--- config.mk ---
export PLATFORM = sky130hd
export DESIGN_NAME = mcfp_div_stage
export DESIGN_NICKNAME = d
export VERILOG_FILES = /design/src/hw/rtl/mcfp_pkg.sv /design/src/hw/rtl/mcfp_div_stage.sv
export SDC_FILE = /design/constraint.sdc
export NUM_CORES = 1
export LEC_CHECK = 0
export BUFFER_PORTS_ARGS = -buffer_cell sky130_fd_sc_hd__buf_4
export CAP_MARGIN = 15
export CORE_AREA = 2 2 272 274
export CTS_BUF_LIST = sky130_fd_sc_hd__clkbuf_2
export DETAILED_ROUTE_END_ITERATION = 16
export DIE_AREA = 0 0 274 276
export GPL_ROUTABILITY_DRIVEN = 0
export PLACE_DENSITY_LB_ADDON = 0.05
export SYNTH_ARGS = -nofsm -noshare
export SYNTH_HDL_FRONTEND = slang
export SYNTH_SLANG_ARGS = --single-unit
--- constraint.sdc ---
create_clock -name clk_i -period 0.8 [get_ports clk_i]
set_input_delay 0 -clock clk_i [delete_from_list [all_inputs] [get_ports clk_i]]
set_output_delay 0 -clock clk_i [all_outputs]
set_load 0.03 [all_outputs]
--- src/hw/rtl/mcfp_pkg.sv ---
`timescale 1ns / 1ps
package mcfp_pkg;

  localparam int unsigned PosCodeBits = 16;
  localparam int unsigned OthCodeBits = 12;
  localparam int unsigned MaxCodeBits = 16;
  localparam int unsigned NumLanes    = 5;
  localparam int unsigned NumRegs     = 5;
  localparam int unsigned LimW        = 31;

  typedef enum logic [1:0] {
    OP_MOTION  = 2'd0,
    OP_ENABLE  = 2'd1,
    OP_DISABLE = 2'd2,
    OP_SETZERO = 2'd3
  } op_e;

  localparam logic [2:0] REG_POS = 3'd0;
  localparam logic [2:0] REG_VEL = 3'd1;
  localparam logic [2:0] REG_TRQ = 3'd2;
  localparam logic [2:0] REG_KP  = 3'd3;
  localparam logic [2:0] REG_KD  = 3'd4;

  localparam logic [7:0] CMD_ENABLE  = 8'hFC;
  localparam logic [7:0] CMD_SETZERO = 8'hFE;
  localparam logic [7:0] CMD_DISABLE = 8'hFD;
  localparam logic [7:0] FILL_BYTE   = 8'hFF;

  localparam logic [31:0] GAIN_ONE = 32'h0001_0000;

  localparam logic [LimW-1:0] RST_POS = 31'd819200;
  localparam logic [LimW-1:0] RST_VEL = 31'd3276800;
  localparam logic [LimW-1:0] RST_TRQ = 31'd1179648;
  localparam logic [LimW-1:0] RST_KP  = 31'd32768000;
  localparam logic [LimW-1:0] RST_KD  = 31'd327680;

  // lane order: position, velocity, stiffness, damping, torque
  localparam int unsigned LnPos = 0;
  localparam int unsigned LnVel = 1;
  localparam int unsigned LnKp  = 2;
  localparam int unsigned LnKd  = 3;
  localparam int unsigned LnTrq = 4;

  typedef struct packed {
    logic [7:0]            id;
    logic                  last;
    logic                  fixed;
    logic [7:0]            cmd;
    logic [4:0][31:0]      val;
  } entry_t;

  typedef struct packed {
    logic [31:0]            rem;
    logic [MaxCodeBits-1:0] quo;
    logic                   sat;
    logic                   zro;
  } lane_t;

  typedef struct packed {
    logic [7:0]       id;
    logic             last;
    logic             fixed;
    logic [7:0]       cmd;
    lane_t [4:0]      lanes;
  } pipe_t;

endpackage

--- src/hw/rtl/mcfp_div_stage.sv ---
`timescale 1ns / 1ps
module mcfp_div_stage
  import mcfp_pkg::*;
#(
  parameter int unsigned STEP     = 0,
  parameter int unsigned POS_BITS = PosCodeBits,
  parameter int unsigned OTH_BITS = OthCodeBits
) (
  input  logic             clk_i,
  input  logic             rst_ni,
  input  logic             en_i,
  input  logic             valid_i,
  input  pipe_t            pipe_i,
  input  logic [4:0][31:0] span_i,
  output logic             valid_o,
  output pipe_t            pipe_o
);

  logic  valid_q;
  pipe_t pipe_q, pipe_d;

  // one restoring-division bit per lane, for each lane whose code width exceeds STEP
  always_comb begin
    logic [32:0] t;
    pipe_d = pipe_i;
    for (int l = 0; l < NumLanes; l++) begin
      t = {pipe_i.lanes[l].rem, 1'b0};
      if (STEP < ((l == LnPos) ? POS_BITS : OTH_BITS)) begin
        if (t >= {1'b0, span_i[l]}) begin
          pipe_d.lanes[l].rem = 32'(t - {1'b0, span_i[l]});
          pipe_d.lanes[l].quo = {pipe_i.lanes[l].quo[MaxCodeBits-2:0], 1'b1};
        end else begin
          pipe_d.lanes[l].rem = t[31:0];
          pipe_d.lanes[l].quo = {pipe_i.lanes[l].quo[MaxCodeBits-2:0], 1'b0};
        end
      end
    end
  end

  always_ff @(posedge clk_i or negedge rst_ni) begin
    if (!rst_ni) begin
      valid_q <= 1'b0;
    end else if (en_i) begin
      valid_q <= valid_i;
    end
  end

  always_ff @(posedge clk_i) begin
    if (en_i) begin
      pipe_q <= pipe_d;
    end
  end

  assign valid_o = valid_q;
  assign pipe_o  = pipe_q;

endmodule

Word level (Yosys, flattened, before mapping)
Cells that the tools add are included.
W data, S select, Z words.
{"block": "totals", "reg_bits": 269, "latchBits": 0, "ramBits": 0, "romBits": 0, "out_inout_bits": 269, "memories": 0}
{"block": "op_classes", "add_sub_neg": 5, "n_mul": 0, "n_div": 0, "magnitude_cmp": 5, "eq_ne": 0, "n_shift": 0, "n_mux": 5, "n_bitwise": 0, "reduce_logical": 0}
{"operator": "$mux W48", "n": 5}
{"operator": "$ge A33 B32 Y1", "n": 5}
{"operator": "$sub A32 B32 Y32", "n": 5}

Logic depth before layout (Yosys ltp)
Gate-level depths: netlist of the first run.
{"block": "logic_depth", "depth_word": 2, "depth_mapped": 15, "mapped_depth_nobuf": 13}

Worst setup path after synthesis of the first run
Ideal clock, no wire load.
{"block": "synth_path", "path_type": "input -> register", "from": "in span_i[33] in the netlist's numbering", "to": "reg pipe_q (netlist bit pipe_o[71]) (data pin)", "setup_ns": 0.260, "arrival_ns": 2.494, "t_required_ns": 0.540, "slack_ns": -1.954, "stages": 13, "n_path_buf": 2, "path_cell_list": "inv_1 -> ha_1 -> nor2b_1 -> o31a_1 -> o31ai_4 -> a31oi_4 -> a2111oi_4 -> o21ai_2 -> a21bo_2 -> and2_4 -> buf_6 -> buf_12 -> mux2_4"}
{"element": "from (decl)", "line_no": "mcfp_div_stage.sv:14", "rtl": "input logic [4:0][31:0] span_i,"}
{"element": "to (signal assigned)", "line_no": "mcfp_div_stage.sv:50", "rtl": "pipe_q <= pipe_d;"}
{"element": "to (decl)", "line_no": "mcfp_div_stage.sv:20", "rtl": "pipe_t pipe_q, pipe_d;"}

==> out/results.ini, run 1 <==
[floorplanning]
start_util_pct = 26.26
design.core.area_sq_um = 72590
floorplan.die.width_um = 274
die_height_um = 276
design.die.area_sq_um = 75620
num_io_pins = 701
placementRows = 99

[grt]
grt_use_total_pct = 22.39
grt_remaining_overflow = 0
wire_length_of_the_first_global_routing_pass_um = 130700
antenna_found_initial = 21
number_of_global_route_vias_before_repair = 23200
maximum_number_of_pins_on_one_net_before_global_route_repair = 26

[timing]
grt_setup_unrepaired = true
fin_setup_tns_ps = -580900
report.final.slew_viol_count = 0
hold_viol_final = 157
clock.fmax_ghz = 0.5145
crit_path_time_final_ps = 1944
fin_crit_sh_pct = 242.9
worst-slew-pin-transition_ps = 987.5
fin_skew_ps = 0
final.setup.worst_slack_ps = -1144
finalHoldWorstSlack_ps = -868.7
relSlewSlack_pct = 33.95
timing.final.setup_violations = 709

[hold_path]
timing.hold.worst.class = input pin to register

[critical_path]
path_delay_family = buffers and inverters
slowest_delay_ps = 630
cp.arrival_ps = 2700
cp.required_ps = 1550
cp_max_fo = 6
cp_slowest_cell = sky130_fd_sc_hd__dlygate4sd3_1
cp_cell_sequence = buf_4, dlygate4sd3_1, ha_4, buf_4, nand2_1, nand2_1, a31oi_1, o21ai_1, a221o_1, o21ai_2, and2_4, buf_12, inv_12, buf_12, nor2_1, a21oi_1
critPathLaunchType = input pin
critical_path_class = input pin to register
cp_num_buf_inv = 6
crit_path_end_kind = register

[run_status]
run_status = complete, but fails checks
violations_in_the_final_reports = negative hold slack, negative setup slack

[layout]
layout-drive-gt1-share_pct = 56.11
areaGrowthSynthToFinish_pct = 114.3
finalInstanceArea_sq_um = 40850
fillers = 6316
finalNetCount = 4285
fin_util_pct = 56.28

[routing]
drt_pass1_iterations = 5
drt_first_iter_violations = 726
detail_route.vias_per_cell = 4.611
finalWirelength_um = 89160
detail-route-antenna-nets = 0
routed_wire_length_per_instance_um = 18.87
num_vias = 21790
drcViolationCount = 0

[synth]
ys_ff_latch = 269
post_synth_main_area_contributors = sky130_fd_sc_hd__edfxtp_1 (42%), sky130_fd_sc_hd__ha_1 (11%), sky130_fd_sc_hd__a21oi_1 (4.5%)
yosys_warnings = 0
synth_largest_area_cell = sky130_fd_sc_hd__edfxtp_1
synth.most_common_cell = sky130_fd_sc_hd__edfxtp_1
ys_async_sr_fraction_pct = 0.3717
syn-mean-instance-area_sq_um = 10.01
yosys-top-cells-count = sky130_fd_sc_hd__edfxtp_1 (268), sky130_fd_sc_hd__inv_1 (208), sky130_fd_sc_hd__a21oi_1 (173)
synth.lib_cells_used.distinct = 86
synth.cell_area_sq_um = 19060
synth_top_flop_cell = sky130_fd_sc_hd__edfxtp_1
yosysSeqAreaShare_pct = 42.34
yosys.area.top_type_share_pct = 42.21
syn_nets = 2502
postSynthCellCount = 1905
synth_edf_count = 268

[power_and_ir_drop]
total_power_consumption_uw = 61050
internal_power_uw = 38190
power.switching_fraction_pct = 37.45
pwr_density_cell_nw_per_um2 = 1494
total_leakage_power_uw = 0.01834
vdd_drop_max_v = 0.0009837
combinationalPowerShare_pct = 51.1
fraction_of_power_consumed_by_the_clock_network_pct = 17.8
power_switching_uw = 22860
seq_power_share_pct = 31.0

[clocking]
cts_made_buffers = 82
clockRootBuffer = sky130_fd_sc_hd__clkbuf_2
clock_tree.buffer_depth = 3
cts_tree = built
cts.htree.levels = 3
clk_transition_reported_paths_ps = 130
clock-sinks = 269
clk_latency_ps = 1060

[placement]
dp_hpwl_um = 66790
numPortBuffers = 695
placed_area_sq_um = 30560

[flow_run]
max_cap_viol_count = 0

==> per-layer routing <==
layer  wire [um]  up-vias  track usage (%)
li1            -    10610                -
met1       31590    10350            22.85
met2       46810      625            41.50
met3        7310      190            7.356
met4        3387       12            9.044
met5          66        -                0
==> state kept, by name, indices dropped and copies added, names as in the netlist <==
name,count
pipe_o,268
valid_o,1
==> path summary, 6_finish.rpt <==
kind | start | end | slack (ps) | cells after the start
setup / recovery | pipe_i[189] | pipe_o[179]$_DFFE_PP_ | -1140 | 16
max in group asynchronous | rst_ni | valid_o$_DFFE_PN0P_ | 300 | 4
hold / removal | pipe_i[168] | pipe_o[169]$_DFFE_PP_ | -870 | 3
hold reg to reg | valid_o$_DFFE_PN0P_ | valid_o$_DFFE_PN0P_ | 550 | 1
setup reg to reg | valid_o$_DFFE_PN0P_ | valid_o$_DFFE_PN0P_ | 10 | 1
min in group asynchronous | rst_ni | valid_o$_DFFE_PN0P_ | 390 | 4
==> what timing repair did <==
action	4_1_cts	5_1_grt
resized for setup	652	371
pin swaps	170	195
hold buffers	412	90
setup endpoints to repair	434	708
endpoints found under the hold margin	538	164
gates cloned	22	0
buffers inserted	69	40
==> layout make-up <==
cell class,count,area (sq um),area share [%]
Antenna cell,16,40.04,0.09801
Timing Repair Buffer,1742,16090,39.40
Clock buffer,105,525.5,1.286
Sequential cell,269,8074,19.76
Multi-Input combinational cell,1385,13830,33.86
Tap cell,959,1200,2.937
Clock inverter,41,188.9,0.4625
Inverter,208,895.9,2.193
==> power by group through the flow <==
stage               clock network [uW]  logic [uW]  registers [uW]
floorplan                            0        9210           22400
global placement                     0       23400           18900
detailed placement                   0       23500           18900
CTS                              11600       29300           18900
global route                     12300       33200           19100
finish                           10900       31200           18900
==> kinds of logic after synthesis <==
logic type | after synthesis | share of synthesized area [%]
DFF | 269 | 42.34
xor gates and xnor gates | 129 | 5.926
buffers and inverters | 254 | 5.401
AOI/OAI and AO/OA | 545 | 18.72
muxes | 79 | 5.119
adders and majority gates | 165 | 11.03
and+or+nand+nor | 464 | 11.46
==> layout by cell type (no fill, tap or decap), types with 19 or more instances in the layout <==
cell type	instances
sky130_fd_sc_hd__inv_1	159
sky130_fd_sc_hd__ha_1	37
sky130_fd_sc_hd__nor2_4	29
sky130_fd_sc_hd__nand2_4	30
sky130_fd_sc_hd__inv_2	32
sky130_fd_sc_hd__edfxtp_1	268
sky130_fd_sc_hd__a21o_1	86
sky130_fd_sc_hd__clkinv_1	27
sky130_fd_sc_hd__nand4_1	24
sky130_fd_sc_hd__o21ai_2	46
sky130_fd_sc_hd__nor3_1	19
sky130_fd_sc_hd__buf_6	337
sky130_fd_sc_hd__nand2_1	91
sky130_fd_sc_hd__buf_4	963
sky130_fd_sc_hd__ha_4	112
sky130_fd_sc_hd__a21oi_2	56
sky130_fd_sc_hd__nand3_1	22
sky130_fd_sc_hd__buf_12	32
sky130_fd_sc_hd__nor2_1	81
sky130_fd_sc_hd__o21ai_0	33
sky130_fd_sc_hd__o21a_1	20
sky130_fd_sc_hd__nand2_2	19
sky130_fd_sc_hd__xor2_1	48
sky130_fd_sc_hd__a21oi_1	104
sky130_fd_sc_hd__mux2_4	62
sky130_fd_sc_hd__o21ai_1	20
sky130_fd_sc_hd__clkbuf_2	105
sky130_fd_sc_hd__o21bai_1	19
sky130_fd_sc_hd__dlygate4sd3_1	379
sky130_fd_sc_hd__xnor2_1	79
==> through the flow <==
stage | hold WS [ps] | instances | setup WS (ps)
after floorplan | -295.6 | 1905 | -1895
after global placement | -224.0 | 4063 | -2148
after detailed placement | -220.3 | 4063 | -2184
after CTS | -969.3 | 4708 | -1161
after global routing | -947.1 | 4721 | -1125
final | -868.7 | 4725 | -1144
Power figures use the tool's default switching activity.
==> inputs of run 2 (changes only) <==
ABC_AREA = 1   (was not set)
CORE_AREA = 2 2 277 279   (was 2 2 272 274)
DIE_AREA = 0 0 279 281   (was 0 0 274 276)
==> run 2 against run 1 <==
  * The run still ends with negative hold slack, negative setup slack left
  * Clock power increased by 4%
  * Global-route usage rose by 3.3 points
  * Cell count rose by 34%
  * Flip-flop and latch count is the same
  * Setup slack better by 130 ps
  * Area after synthesis is 24% higher
  * First-iteration DRC count grew 90%
  * Worst hold slack better by 330 ps
  * Synthesized cell count increased by 84%
  * Critical endpoint is now pipe_o[6]
  * Largest cell class unchanged
==> out/results.ini, run 2 <==
[clocking]
cts_tree = built
cts_made_buffers = 82  ; unchanged
clk_transition_reported_paths_ps = 120  ; about the same
clock_tree.buffer_depth = 3  ; unchanged
clockRootBuffer = sky130_fd_sc_hd__clkbuf_2
clock-sinks = 269  ; unchanged
clk_latency_ps = 1040  ; -20 ps
cts.htree.levels = 3  ; unchanged

[grt]
grt_use_total_pct = 25.65  ; +3.3 points
number_of_global_route_vias_before_repair = 28180  ; +21%
antenna_found_initial = 33  ; +57%
maximum_number_of_pins_on_one_net_before_global_route_repair = 40  ; +54%
wire_length_of_the_first_global_routing_pass_um = 154900  ; +19%
grt_remaining_overflow = 0  ; unchanged

[floorplanning]
design.die.area_sq_um = 78400  ; +3.7%
placementRows = 101  ; +2.0%
floorplan.die.width_um = 279  ; +1.8%
num_io_pins = 701  ; unchanged
die_height_um = 281  ; +1.8%
design.core.area_sq_um = 75440  ; +3.9%
start_util_pct = 31.23  ; +5.0 points

[synth]
synth.lib_cells_used.distinct = 35  ; -59%
ys_async_sr_fraction_pct = 0.3717  ; unchanged
yosys-top-cells-count = sky130_fd_sc_hd__nand2_1 (1429), sky130_fd_sc_hd__inv_1 (746), sky130_fd_sc_hd__edfxtp_1 (268)
synth_edf_count = 268  ; unchanged
synth_top_flop_cell = sky130_fd_sc_hd__edfxtp_1
postSynthCellCount = 3514  ; +84%
yosys_warnings = 0  ; unchanged
synth.most_common_cell = sky130_fd_sc_hd__nand2_1
syn_nets = 4111  ; +64%
post_synth_main_area_contributors = sky130_fd_sc_hd__edfxtp_1 (34%), sky130_fd_sc_hd__nand2_1 (23%), sky130_fd_sc_hd__inv_1 (12%)
synth.cell_area_sq_um = 23560  ; +24%
yosysSeqAreaShare_pct = 34.26  ; -8.1 points
syn-mean-instance-area_sq_um = 6.705  ; -33%
ys_ff_latch = 269  ; unchanged
yosys.area.top_type_share_pct = 34.16  ; -8.1 points
synth_largest_area_cell = sky130_fd_sc_hd__edfxtp_1

[critical_path]
critical_path_class = register to primary output
reg2reg_depth = 1  ; unchanged
cp_max_fo = 1  ; -5
cp_cell_sequence = buf_6
critPathLaunchType = register
cp.depth = 1  ; -15
regToRegEndpoint = valid_o$_DFFE_PN0P_
cp_slowest_cell = sky130_fd_sc_hd__edfxtp_1
path_delay_family = flip-flops
regToRegSetupSlack_ps = 0  ; about the same
cp.arrival_ps = 1820  ; -880 ps
setup.worst_path.start = pipe_o[6]$_DFFE_PP_
rr_startpoint = valid_o$_DFFE_PN0P_
crit_path_end_kind = primary output
slowest_delay_ps = 520  ; -110 ps
cp_num_buf_inv = 1  ; -5
cp.required_ps = 800  ; -750 ps

[hold_path]
min_delay_worst_endpoint = pipe_o[169]$_DFFE_PP_
worst_hold_startpoint = span_i[97]
timing.hold.worst.class = input pin to register
holdPathStages = 5  ; +2

[timing]
final.setup.worst_slack_ps = -1018  ; +125.1 ps
fin_skew_ps = 0  ; unchanged
relSlewSlack_pct = 67.30  ; +33 points
report.final.slew_viol_count = 0  ; unchanged
hold_viol_final = 165  ; +5.1%
worst-slew-pin-transition_ps = 490.5  ; -497.0 ps
fin_crit_sh_pct = 227.3  ; -16 points
timing.final.setup_violations = 448  ; -37%
grt_setup_unrepaired = true
clock.fmax_ghz = 0.5499  ; +6.9%
crit_path_time_final_ps = 1818  ; -125.1 ps
finalHoldWorstSlack_ps = -541.1  ; +327.6 ps
fin_setup_tns_ps = -317390  ; +263510 ps

[power_and_ir_drop]
pwr_density_cell_nw_per_um2 = 1361  ; -9.0%
total_leakage_power_uw = 0.02288  ; +25%
vdd_drop_max_v = 0.0009921  ; +0.85%
total_power_consumption_uw = 59960  ; -1.8%

[run_status]
run_status = complete, but fails checks
violations_in_the_final_reports = negative hold slack, negative setup slack

[placement]
dp_hpwl_um = 82800  ; +24%
numPortBuffers = 695  ; unchanged
numPlacedInstances = 5726  ; +41%

[layout]
areaGrowthSynthToFinish_pct = 87.03
largest_register_ffs = 268  ; unchanged
finalNetCount = 5879  ; +37%
layout-drive-gt1-share_pct = 37.30  ; -19 points
fin_cells = 6341  ; +34%
final_cell_mix = sky130_fd_sc_hd__nand2_1 (1316), sky130_fd_sc_hd__buf_4 (988), sky130_fd_sc_hd__inv_1 (702)
layout.cells.most_common = sky130_fd_sc_hd__nand2_1

[routing]
drt_first_iter_violations = 1383  ; +90%
finalWirelength_um = 105200  ; +18%
num_vias = 28130  ; +29%
routed_wire_length_per_instance_um = 16.60  ; -12%
detail-route-antenna-nets = 0  ; unchanged
drcViolationCount = 0  ; unchanged
drt_pass1_iterations = 8  ; +3
detail_route.vias_per_cell = 4.436  ; -3.8%

[flow_run]
max_cap_viol_count = 0  ; unchanged

run 2: metrics by stage:
stage / area (sq um) / worst slack, ps / util, %
floorplan: 25520 / -741.8 / -
global placement: 36360 / -1223 / 48.19
detailed placement: 36360 / -1221 / 48.19
CTS: 42360 / -1102 / 56.14
global route: 44050 / -1093 / 58.39
finish: 44060 / -1018 / 58.41
run 2: repair_timing:
action,4_1_cts,5_1_grt
gates cloned,0,7
endpoints found under the hold margin,538,165
gates resized for setup,271,281
buffers inserted,0,29
hold buffers,424,161
pin swaps,0,83
setup endpoints to repair,279,524
run 2: cell families (layout without fill, tap and decap cells):
| kind of cell | count (synthesis) | after routing | share of synthesized area [%] |
|---|---|---|---|
| XOR/XNOR | 70 | 70 | 2.602 |
| flip-flops | 269 | 269 | 34.26 |
| multiplexers | 1 | 1 | 0.04779 |
| buffers and inverters | 794 | 2620 | 13.40 |
| other | 0 | 22 | 0 |
| AO/OA/AOI/OAI | 121 | 121 | 2.677 |
| adder cells (fa/ha/maj) | 165 | 165 | 8.922 |
| AND/OR/NAND/NOR | 2094 | 2095 | 38.09 |
run 2: power breakdown:
part | internal (uW) | switching, uW | leakage [uW] | total [uW]
registers | 17700 | 862 | 0.00263 | 18600
logic | 14400 | 15600 | 0.0197 | 30000
clock network | 4360 | 6970 | 0.000559 | 11300
total | 36500 | 23400 | 0.0229 | 60000
run 2: final cells by class:
class,instances,area [sq um]
Tap cell,978,1224
Timing Repair Buffer,1726,15660
Timing Repair inverter,2,20.02
Clock buffer,120,600.6
Clock inverter,23,133.9
Sequential cell,269,8074
Antenna cell,22,55.05
Fill cell,7227,31380
Multi-Input combinational cell,2452,15380
Inverter,749,2919
run 2: how the worst max path moves through the flow:
stage | to | slack (ps)
2_1_floorplan | pipe_o[172]$_DFFE_PP_ | -740
3_3_place_gp | pipe_o[234]$_DFFE_PP_ | -1220
3_5_place_dp | pipe_o[82]$_DFFE_PP_ | -1220
4_1_cts | pipe_o[6] | -1100
5_1_grt | pipe_o[6] | -1090
6_report | pipe_o[6] | -1020
run 2: routing by layer:
layer,global-route usage [%],routed length [um],vias to the layer above
met2,44.50,51430,734
met5,0,187,-
li1,-,-,14460
met3,6.410,6887,206
met4,9.967,3729,26
met1,30.39,43010,12700
