===== src/hw/rtl/mcfp_pkg.sv =====
`timescale 1ns / 1ps
package mcfp_pkg;

  localparam int unsigned PosCodeBits = 16;
  localparam int unsigned OthCodeBits = 12;
  localparam int unsigned MaxCodeBits = 16;
  localparam int unsigned NumLanes    = 5;
  localparam int unsigned NumRegs     = 5;
  localparam int unsigned LimW        = 31;

  typedef enum logic [1:0] {
    OP_MOTION  = 2'd0,
    OP_ENABLE  = 2'd1,
    OP_DISABLE = 2'd2,
    OP_SETZERO = 2'd3
  } op_e;

  localparam logic [2:0] REG_POS = 3'd0;
  localparam logic [2:0] REG_VEL = 3'd1;
  localparam logic [2:0] REG_TRQ = 3'd2;
  localparam logic [2:0] REG_KP  = 3'd3;
  localparam logic [2:0] REG_KD  = 3'd4;

  localparam logic [7:0] CMD_ENABLE  = 8'hFC;
  localparam logic [7:0] CMD_SETZERO = 8'hFE;
  localparam logic [7:0] CMD_DISABLE = 8'hFD;
  localparam logic [7:0] FILL_BYTE   = 8'hFF;

  localparam logic [31:0] GAIN_ONE = 32'h0001_0000;

  localparam logic [LimW-1:0] RST_POS = 31'd819200;
  localparam logic [LimW-1:0] RST_VEL = 31'd3276800;
  localparam logic [LimW-1:0] RST_TRQ = 31'd1179648;
  localparam logic [LimW-1:0] RST_KP  = 31'd32768000;
  localparam logic [LimW-1:0] RST_KD  = 31'd327680;

  // lane order: position, velocity, stiffness, damping, torque
  localparam int unsigned LnPos = 0;
  localparam int unsigned LnVel = 1;
  localparam int unsigned LnKp  = 2;
  localparam int unsigned LnKd  = 3;
  localparam int unsigned LnTrq = 4;

  typedef struct packed {
    logic [7:0]            id;
    logic                  last;
    logic                  fixed;
    logic [7:0]            cmd;
    logic [4:0][31:0]      val;
  } entry_t;

  typedef struct packed {
    logic [31:0]            rem;
    logic [MaxCodeBits-1:0] quo;
    logic                   sat;
    logic                   zro;
  } lane_t;

  typedef struct packed {
    logic [7:0]       id;
    logic             last;
    logic             fixed;
    logic [7:0]       cmd;
    lane_t [4:0]      lanes;
  } pipe_t;

endpackage


===== src/hw/rtl/mcfp_clamp.sv =====
`timescale 1ns / 1ps
module mcfp_clamp
  import mcfp_pkg::*;
(
  input  logic             clk_i,
  input  logic             rst_ni,
  input  logic             en_i,
  input  logic             valid_i,
  input  entry_t           entry_i,
  input  logic [4:0][31:0] span_i,
  output logic             valid_o,
  output pipe_t            pipe_o
);

  logic  valid_q;
  pipe_t pipe_q, pipe_d;

  always_comb begin
    logic signed [32:0] xs;
    logic signed [32:0] lim;
    logic [31:0]        num;
    pipe_d.id    = entry_i.id;
    pipe_d.last  = entry_i.last;
    pipe_d.fixed = entry_i.fixed;
    pipe_d.cmd   = entry_i.cmd;
    for (int l = 0; l < NumLanes; l++) begin
      xs = {entry_i.val[l][31], entry_i.val[l]};
      if (l == LnKp || l == LnKd) begin
        lim = {1'b0, span_i[l]};
        if (xs < 0) num = '0;
        else if (xs > lim) num = span_i[l];
        else num = entry_i.val[l];
      end else begin
        // symmetric span is 2L, so L is span >> 1
        lim = {2'b00, span_i[l][31:1]};
        if (xs < -lim) num = '0;
        else if (xs > lim) num = span_i[l];
        else num = 32'(xs + lim);
      end
      pipe_d.lanes[l].rem = num;
      pipe_d.lanes[l].quo = '0;
      pipe_d.lanes[l].zro = (span_i[l] == '0);
      pipe_d.lanes[l].sat = (num == span_i[l]) && (span_i[l] != '0);
    end
  end

  always_ff @(posedge clk_i or negedge rst_ni) begin
    if (!rst_ni) begin
      valid_q <= 1'b0;
    end else if (en_i) begin
      valid_q <= valid_i;
    end
  end

  always_ff @(posedge clk_i) begin
    if (en_i) begin
      pipe_q <= pipe_d;
    end
  end

  assign valid_o = valid_q;
  assign pipe_o  = pipe_q;

endmodule


===== config.mk =====
export PLATFORM = sky130hd
export DESIGN_NAME = mcfp_clamp
export DESIGN_NICKNAME = d
export VERILOG_FILES = /design/src/hw/rtl/mcfp_pkg.sv /design/src/hw/rtl/mcfp_clamp.sv
export SDC_FILE = /design/constraint.sdc
export NUM_CORES = 1
export LEC_CHECK = 0
export ABC_AREA = 0
export BUFFER_PORTS_ARGS = -buffer_cell sky130_fd_sc_hd__buf_2
export CORE_AREA = 10 10 227 229
export CTS_BUF_LIST = sky130_fd_sc_hd__clkbuf_8
export DETAILED_ROUTE_END_ITERATION = 6
export DIE_AREA = 0 0 237 239
export PLACE_DENSITY = 0.75
export SETUP_SLACK_MARGIN = 0.5
export SYNTH_ARGS = -nofsm -noshare
export SYNTH_HDL_FRONTEND = slang
export SYNTH_SLANG_ARGS = --single-unit
export TNS_END_PERCENT = 5

===== constraint.sdc =====
create_clock -name clk_i -period 1.1 [get_ports clk_i]
set_input_delay 0.22 -clock clk_i [delete_from_list [all_inputs] [get_ports clk_i]]
set_output_delay 0.22 -clock clk_i [all_outputs]
set_load 0.05 [all_outputs]

Word-level counts from Yosys, hierarchy flattened
Cells that the tools add are included.
- muxes and demuxes: 10
- magnitude comparators: 10
- reductions and logical operators: 15
- $add $sub $neg: 6
- equality and inequality tests: 5
- operators by type and width (operator ; count):
    32-bit 2-to-1 mux ; 10
    32-bit equality test ; 5
    32-bit zero test ; 5
    32-bit nonzero test ; 5
    32-bit by 33-bit less-than comparator with 1-bit output ; 3
    31-bit negator with 33-bit output ; 3
    32-bit adder ; 3
    32-bit > comparator ; 3
    32-bit by 33-bit > comparator with 1-bit output ; 2
    32-bit by 1-bit less-than comparator with 1-bit output (second input constant) ; 2
    1-bit logical AND ; 5
- register bits: 189
- output and inout port bits: 269
- input bits: 342
- logic and storage cells: 66

Depth between registers and ports, before layout
Gate-level depths: netlist of run 1.
- depth after elaboration: 5
- mapped depth: 24
- mapped depth without buffers: 23

Worst setup path after synthesis of run 1
OpenSTA, ideal clock, no wires.
- kind: input to register
- from: in span_i[137] (netlist bit)
- to: reg pipe_q, in the netlist pipe_o[201] (data pin)
- data arrival time: 4.918 ns
- library setup time: 0.170 ns
- setup slack: -3.988 ns
- buffers on the path: 1
- required time: 0.930 ns
- cell stages on the path: 21
- cells stage by stage: clkbuf_1 -> or4_1 -> or4_1 -> nor3_1 -> nand2_1 -> nor3_1 -> nand2_1 -> nor2_1 -> nand2_1 -> xnor2_1 -> ha_1 -> or2_2 -> a31oi_1 -> a21oi_1 -> a211o_1 -> o21bai_1 -> nor2_1 -> a22o_1 -> or4_1 -> a211o_1 -> nor4_2
- RTL lines (what ; RTL line ; text):
    start: declaration ; mcfp_clamp.sv:10 ; input logic [4:0][31:0] span_i,
    end signal: assignment ; mcfp_clamp.sv:57 ; pipe_q <= pipe_d;
    end: declaration ; mcfp_clamp.sv:16 ; pipe_t pipe_q, pipe_d;

==> flow_summary.yaml, run 1 <==
run_status:
  status: "finished with violations"
  violations: "design-rule violations, negative hold slack, negative setup slack"
clocking:
  hold_buffers: 20
  clkTransAtPathRegs_ns: 0.12
  cts_sinks: 189
  cts_root_buffer: "clkbuf_8"
  clock_path_buffers: 2
  cts_buffers: 17
  insertion_delay_ns: 0.60
  htreeDepth: 4
  cts_tree: "done"
yosys:
  synth_edf_count: 188
  ys_seq_area_share_pct: 23.19
  avgSynthCellArea_um2: 8.395
  synth-main-ff-cell: "edfxtp_1"
  syn-cell-area_um2: 24460
  ys_ff_latch: 189
  synthArstFlopShare_pct: 0.5291
  yosys_warnings: 0
  synth_cell_types: 105
  syn-instance-count: 2913
detailed_routing:
  drtIter0Drc: 4091
  ant_nets: 0
  drc: 4
  wire_per_inst_um: 25.31
  wl_mm: 130.9
  vias_per_cell: 6.289
  drt_pass1_iterations: 7
  vias: 32520
critical_path:
  cp.arrival_ns: 4.81
  cp-start-kind: "input port"
  crit_fanout: 5
  required_ns: 1.55
  path_class: "input port to flop"
  endpoint_kind: "flop"
  rr_endpoint: "valid_o$_DFFE_PN0P_"
  regToRegSetupSlack_ns: 0.30
  worstRegToRegCells: 1
  rr_startpoint: "valid_o$_DFFE_PN0P_"
floorplan:
  num_rows: 80
  die_width_um: 237
  io_pins: 611
  core_um2: 47150
  initial_core_util_pct: 51.87
  die-area_um2: 56640
  die_h_um: 239
placed_design:
  dp_cells: 5072
  io_buffers: 530
  gp_congestion: 1.114
  post-place-ws_ns: -3.872
  dp_hpwl_mm: 101.3
grt:
  track_usage_pct: 43.38
  grt_start_max_net_pins: 42
  grt_pass1_vias: 32760
  grt_overflow_total: 0
  antenna_found_initial: 14
  grt_pass1_wl_mm: 191.8
sta:
  setup_tns_ns: -395.44
  slew-limit-headroom_pct: 51.80
  layout_min_cycle_time_ns: 4.360
  setup_viol: 357
  finalHoldViolCount: 3
  rsz0062_at_grt: "yes"
  holdWs_ns: -0.1301
  skew_ns: 0
  max_freq_mhz: 229.4
  drv_slew: 0
  worst_pin_slew_ns: 0.7187
  post-route-period-util_pct: 396.3
  fin_ws_ns: -3.260
cells_and_area:
  drive_gt1_share_pct: 44.35
  nets: 5229
  area_growth_pct: 61.43
  post-route-util_pct: 83.74
  final_cells: 5170
worst_hold_path:
  whs_endpoint: "valid_o$_DFFE_PN0P_"
  hp-start: "valid_i"
  hold_class: "input port to flop"
  hold_depth: 2
power_and_ir_drop:
  p_leak_uw: 0.01899
  irDropWorstVdd_mv: 1.354
  p_per_area_nw_per_um2: 957.7
job:
  maxCapViolCount: 0
==> sequential cells by signal, indices dropped and copies added (netlist names) <==
name and cells:
pipe_o 188, valid_o 1
==> metal layers <==
metal	track usage (%)	share of wire, %	vias up
li1	-	-	13990
met1	46.75	33	15100
met2	72.28	46	2623
met3	12.17	12	792
met4	31.40	8.5	10
met5	0	0.044	-
==> cells in the final DEF, fill, tap and decap left out, drive strengths merged, types with 22 or more instances in the layout <==
cell type	n
buf	1680
a21oi	188
nor3	88
nor4	68
nand2b	22
nand4	73
mux2	44
nand2	149
a211oi	101
o21ai	83
a21o	57
or3	22
conb	80
a31oi	24
nand3	54
ha	351
o31ai	30
xnor2	147
inv	258
mux2i	33
nor2	278
nor2b	80
edfxtp	188
o22ai	43
==> cells in the mapped netlist (all sizes together) (68+ instances only) <==
| cell type | number | area, um2 |
|---|---|---|
| clkbuf | 79 | 300.3 |
| a21oi | 188 | 955.9 |
| buf | 102 | 708.2 |
| nor4 | 68 | 431.7 |
| nor3 | 88 | 450.4 |
| edfxtp | 188 | 5645 |
| a211oi | 101 | 780.8 |
| nand4 | 73 | 456.7 |
| ha | 351 | 4392 |
| o21ai | 83 | 419.2 |
| inv | 251 | 942.2 |
| nand2 | 149 | 559.3 |
| nor2 | 278 | 1049 |
| nor2b | 80 | 500.5 |
| xnor2 | 147 | 1287 |
==> what timing repair did <==
item / CTS / global route
gates cloned: 2 / 1
pin swaps: 81 / 26
setup buffers: 26 / 8
resized for setup: 610 / 78
setup endpoints to repair: 360 / 360
hold endpoints to repair: 24 / 5
==> layout make-up <==
class / instances / area (um2)
multi-input cells: 2370 / 18440
repair buffers: 1703 / 13180
fillers: 2819 / 7666
flip-flops and latches: 189 / 5670
inverters: 252 / 980.9
well taps: 615 / 769.5
clock buffers: 17 / 234.0
clock inverters: 15 / 178.9
diodes: 9 / 22.52
==> critical path: stages <==
cell,delay (ns)
buf_6,0.09
or4_4,0.53
or4_4,0.48
nor3_4,0.27
nand2_2,0.11
buf_4,0.14
buf_4,0.12
buf_4,0.12
xnor2_1,0.13
ha_1,0.30
and4_1,0.25
nor4bb_1,0.30
a211o_1,0.27
o21bai_4,0.09
buf_4,0.18
a21oi_2,0.13
o2111ai_1,0.13
or4_1,0.48
a211o_1,0.25
nor4_2,0.22
==> cells by family after synthesis <==
family / Yosys count / synth area share [%]
mux: 77 / 3.377
buf+inv: 433 / 7.991
compound gates: 771 / 22.19
xor+xnor: 164 / 5.873
flops: 189 / 23.19
fa+ha+maj: 354 / 18.20
simple gates: 924 / 19.17
other cells: 1 / 0.01533
==> how the worst max path moves through the flow <==
stage | slack, ns | to | depth (start not counted) | start
finish | -3.26 | pipe_o[201]$_DFFE_PP_ | 20 | span_i[138]
global route | -3.33 | pipe_o[201]$_DFFE_PP_ | 21 | span_i[138]
CTS | -3.10 | pipe_o[201]$_DFFE_PP_ | 21 | span_i[138]
detailed placement | -3.87 | pipe_o[1]$_DFFE_PP_ | 24 | span_i[2]
global placement | -3.76 | pipe_o[201]$_DFFE_PP_ | 20 | span_i[138]
floorplan | -3.53 | pipe_o[201]$_DFFE_PP_ | 21 | span_i[137]
==> metrics by stage <==
step	instance area, um2	power [uW]	hold WS (ns)
2_1_floorplan	25120	20070	-0.07559
5_1_grt	39470	38980	-0.1485
6_report	39480	37810	-0.1301
3_5_place_dp	35950	29420	-0.004105
3_3_place_gp	35950	28970	-0.005120
4_1_cts	39000	36390	-0.1632
==> where the power goes <==
part / internal (uW) / switching (uW) / total [uW]
clock: 2100 / 3270 / 5370
combinational: 9790 / 13200 / 23000
sequential: 8930 / 553 / 9480
(Power assumes the default switching activity.)
==> run 2: changes to the inputs <==
--- a/config.mk
+++ b/config.mk
@@ -11,7 +11,7 @@
 export CTS_BUF_LIST = sky130_fd_sc_hd__clkbuf_8
 export DETAILED_ROUTE_END_ITERATION = 6
 export DIE_AREA = 0 0 237 239
-export PLACE_DENSITY = 0.75
+export PLACE_DENSITY = 0.89
 export SETUP_SLACK_MARGIN = 0.5
 export SYNTH_ARGS = -nofsm -noshare
 export SYNTH_HDL_FRONTEND = slang
==> run 2 against run 1 <==
  * The run now fails in 5_1_grt
  * Synthesized cell count unchanged
  * Synthesized area unchanged
==> flow_summary.yaml, run 2 <==
clocking:
  htreeDepth: 4
  clock_path_buffers: 2
  cts_sinks: 189
  cts_root_buffer: "clkbuf_8"
  cts_buffers: 17
floorplan:
  num_rows: 80
  io_pins: 611
  die_h_um: 239
  die_width_um: 237
  initial_core_util_pct: 51.87
run_status:
  failing_step: "5_1_grt"
  status: "stopped before the end"
  error_line: "[ERROR GRT-0116] Global routing finished with congestion. Check the congestion regions in the DRC Viewer."
grt:
  grt_pass1_vias: 41380
  grt_pass1_wl_mm: 289.3
  track_usage_pct: 68.74
  grt_start_max_net_pins: 51
  grt_overflow_total: 105
yosys:
  synth_top_family_by_area: "compound AO/OA/AOI/OAI gates"
  synth_cell_types: 105
  yosysMostFrequentCell: "ha_1"
  synthArstFlopShare_pct: 0.5291
  yosys_warnings: 0
  synthAdderAreaFrac_pct: 18.20
  synth-main-ff-cell: "edfxtp_1"
  synth.mux.area_fraction_pct: 3.377
  yosys-top-cells-count: "ha_1, nor2_1, inv_1, edfxtp_1, a21oi_1"
  ys_ff_latch: 189
  ys_seq_area_share_pct: 23.19
  synth_top_area_share_pct: 23.08
  synth_area_leaders: "edfxtp_1, ha_1, xnor2_1"
  yosys.area_share.xor_xnor_pct: 5.873
  avgSynthCellArea_um2: 8.395
  syn-instance-count: 2913
  syn-cell-area_um2: 24460
  synth_top_area_cell: "edfxtp_1"
  synth_compound_area_share_pct: 22.19
  synth-simple-area-share_pct: 19.17
  synth_edf_count: 188
placed_design:
  io_buffers: 530
  gp_congestion: 1.192
  dp_cells: 5019
  dp_hpwl_mm: 108.2
  placed_cell_area_um2: 35570
run 2: cell counts after synthesis:
No cell type changed its count.
run 2: per-layer routing:
metal	GRT overflow	GRT usage [%]
met1	4	66.72
met2	51	84.70
met3	0	59.78
met4	50	61.63
met5	0	31.97
run 2: through the flow:
stage	hold WS, ns	setup WS (ns)
floorplan	-0.07559	-3.528
CTS	-0.1665	-3.310
detailed placement	0.002432	-4.147
global placement	-0.004214	-3.668
run 2: timing repair:
action                                  CTS
hold buffers                             20
hold endpoints to repair                 27
pin swaps                                56
cloned                                    3
gates resized for setup                 544
endpoints found under the setup margin  360
setup buffers                            23
run 2: cells by family after synthesis:
| group | count (synthesis) |
|---|---|
| other cells | 1 |
| xor+xnor | 164 |
| fa+ha+maj | 354 |
| simple gates | 924 |
| flops | 189 |
| compound gates | 771 |
| buf+inv | 433 |
| mux | 77 |
==> run 3: changes to the inputs <==
--- a/config.mk
+++ b/config.mk
@@ -7,12 +7,10 @@
 export LEC_CHECK = 0
 export ABC_AREA = 0
 export BUFFER_PORTS_ARGS = -buffer_cell sky130_fd_sc_hd__buf_2
-export CORE_AREA = 10 10 227 229
-export CTS_BUF_LIST = sky130_fd_sc_hd__clkbuf_8
+export CORE_MARGIN = 10
+export CORE_UTILIZATION = 40
 export DETAILED_ROUTE_END_ITERATION = 6
-export DIE_AREA = 0 0 237 239
-export PLACE_DENSITY = 0.89
-export SETUP_SLACK_MARGIN = 0.5
+export PLACE_DENSITY_LB_ADDON = 0.15
 export SYNTH_ARGS = -nofsm -noshare
 export SYNTH_HDL_FRONTEND = slang
 export SYNTH_SLANG_ARGS = --single-unit
==> run 3 against run 2 <==
  * The flow now finishes, with violations (negative setup slack)
==> flow_summary.yaml, run 3 (same netlist as run 1, synthesis figures left out) <==
grt:
  antenna_found_initial: 15
  track_usage_pct: 32.62
  grt_overflow_total: 0
  grt_start_max_net_pins: 45
  grt_pass1_vias: 30290
  grt_pass1_wl_mm: 180.6
sta:
  rsz0062_at_grt: "yes"
  holdWs_ns: 0.08354
  worst_pin_slew_ns: 0.6546
  finalHoldViolCount: 0
  post-route-period-util_pct: 398.7
  setup_viol: 357
  drv_slew: 0
  fin_ws_ns: -3.286
  skew_ns: 0
  slew-limit-headroom_pct: 55.81
  max_freq_mhz: 228.0
  layout_min_cycle_time_ns: 4.386
clocking:
  clock_path_buffers: 2
  htreeDepth: 4
  cts_sinks: 189
  insertion_delay_ns: 0.51
  cts_tree: "done"
  cts_root_buffer: "clkbuf_16"
  clkTransAtPathRegs_ns: 0.10
  cts_buffers: 17
cells_and_area:
  layout_common_cells: "buf_4, ha_1, buf_2"
  drive_gt1_share_pct: 44.11
  fill_cells: 5073
  largest_reg_flops: 188
  area_growth_pct: 63.33
  multi_input_area_um2: 18350
  layout_commonest_cell: "buf_4"
  regArea_um2: 5670
  nets: 5258
critical_path:
  endpoint_kind: "flop"
  worstRegToRegCells: 1
  critical_path.endpoint: "pipe_o[201]$_DFFE_PP_"
  critical_path.max_stage_delay_ns: 0.53
  cp-start-kind: "input port"
  cp_slowest_cell: "or4_4"
  crit_buf_inv: 1
  path_class: "input port to flop"
  rr_endpoint: "valid_o$_DFFE_PN0P_"
  cp.arrival_ns: 4.74
  crit_family: "simple AND/OR/NAND/NOR gates"
  rr_startpoint: "valid_o$_DFFE_PN0P_"
  crit_start: "span_i[138]"
  path_common_cell: "or4_4"
  crit_cells: 21
  crit_fanout: 3
  cp_cell_sequence: "buf_6 > or4_4 > or4_4 > nor3_4 > nand2_2 > nor3_4 > nand2_1 > nor2_2 > nand2_1 > xnor2_1 > ha_1 > or2_4 > a31oi_4 > a21oi_2 > a211o_1 > o21bai_4 > nor2_2 > a22o_1 > or4_4 > a211o_1 > nor4_2"
  regToRegSetupSlack_ns: 0.34
  required_ns: 1.45
detailed_routing:
  vias_per_cell: 5.607
  vias: 30080
  drt_pass1_iterations: 5
  wire_per_inst_um: 22.98
  wl_mm: 123.3
  drtIter0Drc: 2400
  drc: 0
  ant_nets: 0
power_and_ir_drop:
  power_frac_comb_pct: 58.2
  p_seq_share_pct: 24.2
  p_leak_uw: 0.01920
  power.total_uw: 38760
  p_int_uw: 21830
  p_per_area_nw_per_um2: 970.4
  switching_share_pct: 43.70
  irDropWorstVdd_mv: 1.352
  switchingPower_uw: 16940
  p_clk_share_pct: 17.6
placed_design:
  gp_congestion: 1.040
  io_buffers: 530
  dp_hpwl_mm: 103.6
job:
  maxCapViolCount: 0
floorplan:
  io_pins: 611
  die-area_um2: 71430
  die_width_um: 267.3
  core_um2: 60470
  num_rows: 90
  die_h_um: 267.3
  initial_core_util_pct: 40.44
worst_hold_path:
  hold_class: "input port to flop"
run_status:
  violations: "negative setup slack"
  status: "finished with violations"
==> run 3: timing repair <==
item                                    CTS  global route
pin swaps                                39            41
endpoints found under the setup margin  358           359
hold buffers                             21             0
resized for setup                       524           118
gates cloned                              2             3
setup buffers                            33            15
hold endpoints to repair                 20             0
==> run 3: worst min path at each step <==
stage                from               endpoint  depth (start not counted)
3_3_place_gp       rst_ni    valid_o$_DFFE_PN0P_                          1
5_1_grt        span_i[67]  pipe_o[121]$_DFFE_PP_                          2
4_1_cts        span_i[99]  pipe_o[171]$_DFFE_PP_                          2
6_report       span_i[99]  pipe_o[171]$_DFFE_PP_                          2
2_1_floorplan      rst_ni    valid_o$_DFFE_PN0P_                          0
3_5_place_dp       rst_ni    valid_o$_DFFE_PN0P_                          1
==> run 3: power groups by stage <==
stage                     clock, uW  sequential, uW  combinational (uW)
after floorplan                   0           12100                7940
after global placement            0            9320               19900
after detailed placement          0            9340               20100
after CTS                      6870            9380               21800
after global routing           7170            9460               23800
final                          6820            9400               22500
==> run 3: final cells by class <==
cell class                      instances  share of cell area (%)
Tap cell                              782                   2.449
Multi-Input combinational cell       2370                   45.95
Sequential cell                       189                   14.20
Clock buffer                           17                   1.065
Inverter                              252                   2.393
Clock inverter                         15                  0.5168
Timing Repair Buffer                 1732                   33.38
Antenna cell                            8                 0.05012
==> run 3: per-layer routing <==
layer	global-route usage, %	wire length (um)	vias to the layer above
met5	0	83	-
met4	12.47	4509	12
met3	5.100	8829	253
met2	54.83	58420	1376
met1	41.38	51470	14410
li1	-	-	14030
==> run 3: metrics by stage <==
stage / setup WS [ns] / utilization (%) / cells / area [um2] / setup TNS, ns
floorplan: -3.626 / - / 2992 / 25030 / -412.83
global placement: -3.830 / 60.00 / 5256 / 36280 / -457.31
CTS: -3.249 / 64.86 / 5340 / 39220 / -373.17
global route: -3.506 / 66.06 / 5365 / 39940 / -405.73
finish: -3.286 / 66.06 / 5365 / 39940 / -382.37
detailed placement: -3.897 / 60.00 / 5256 / 36280 / -469.93
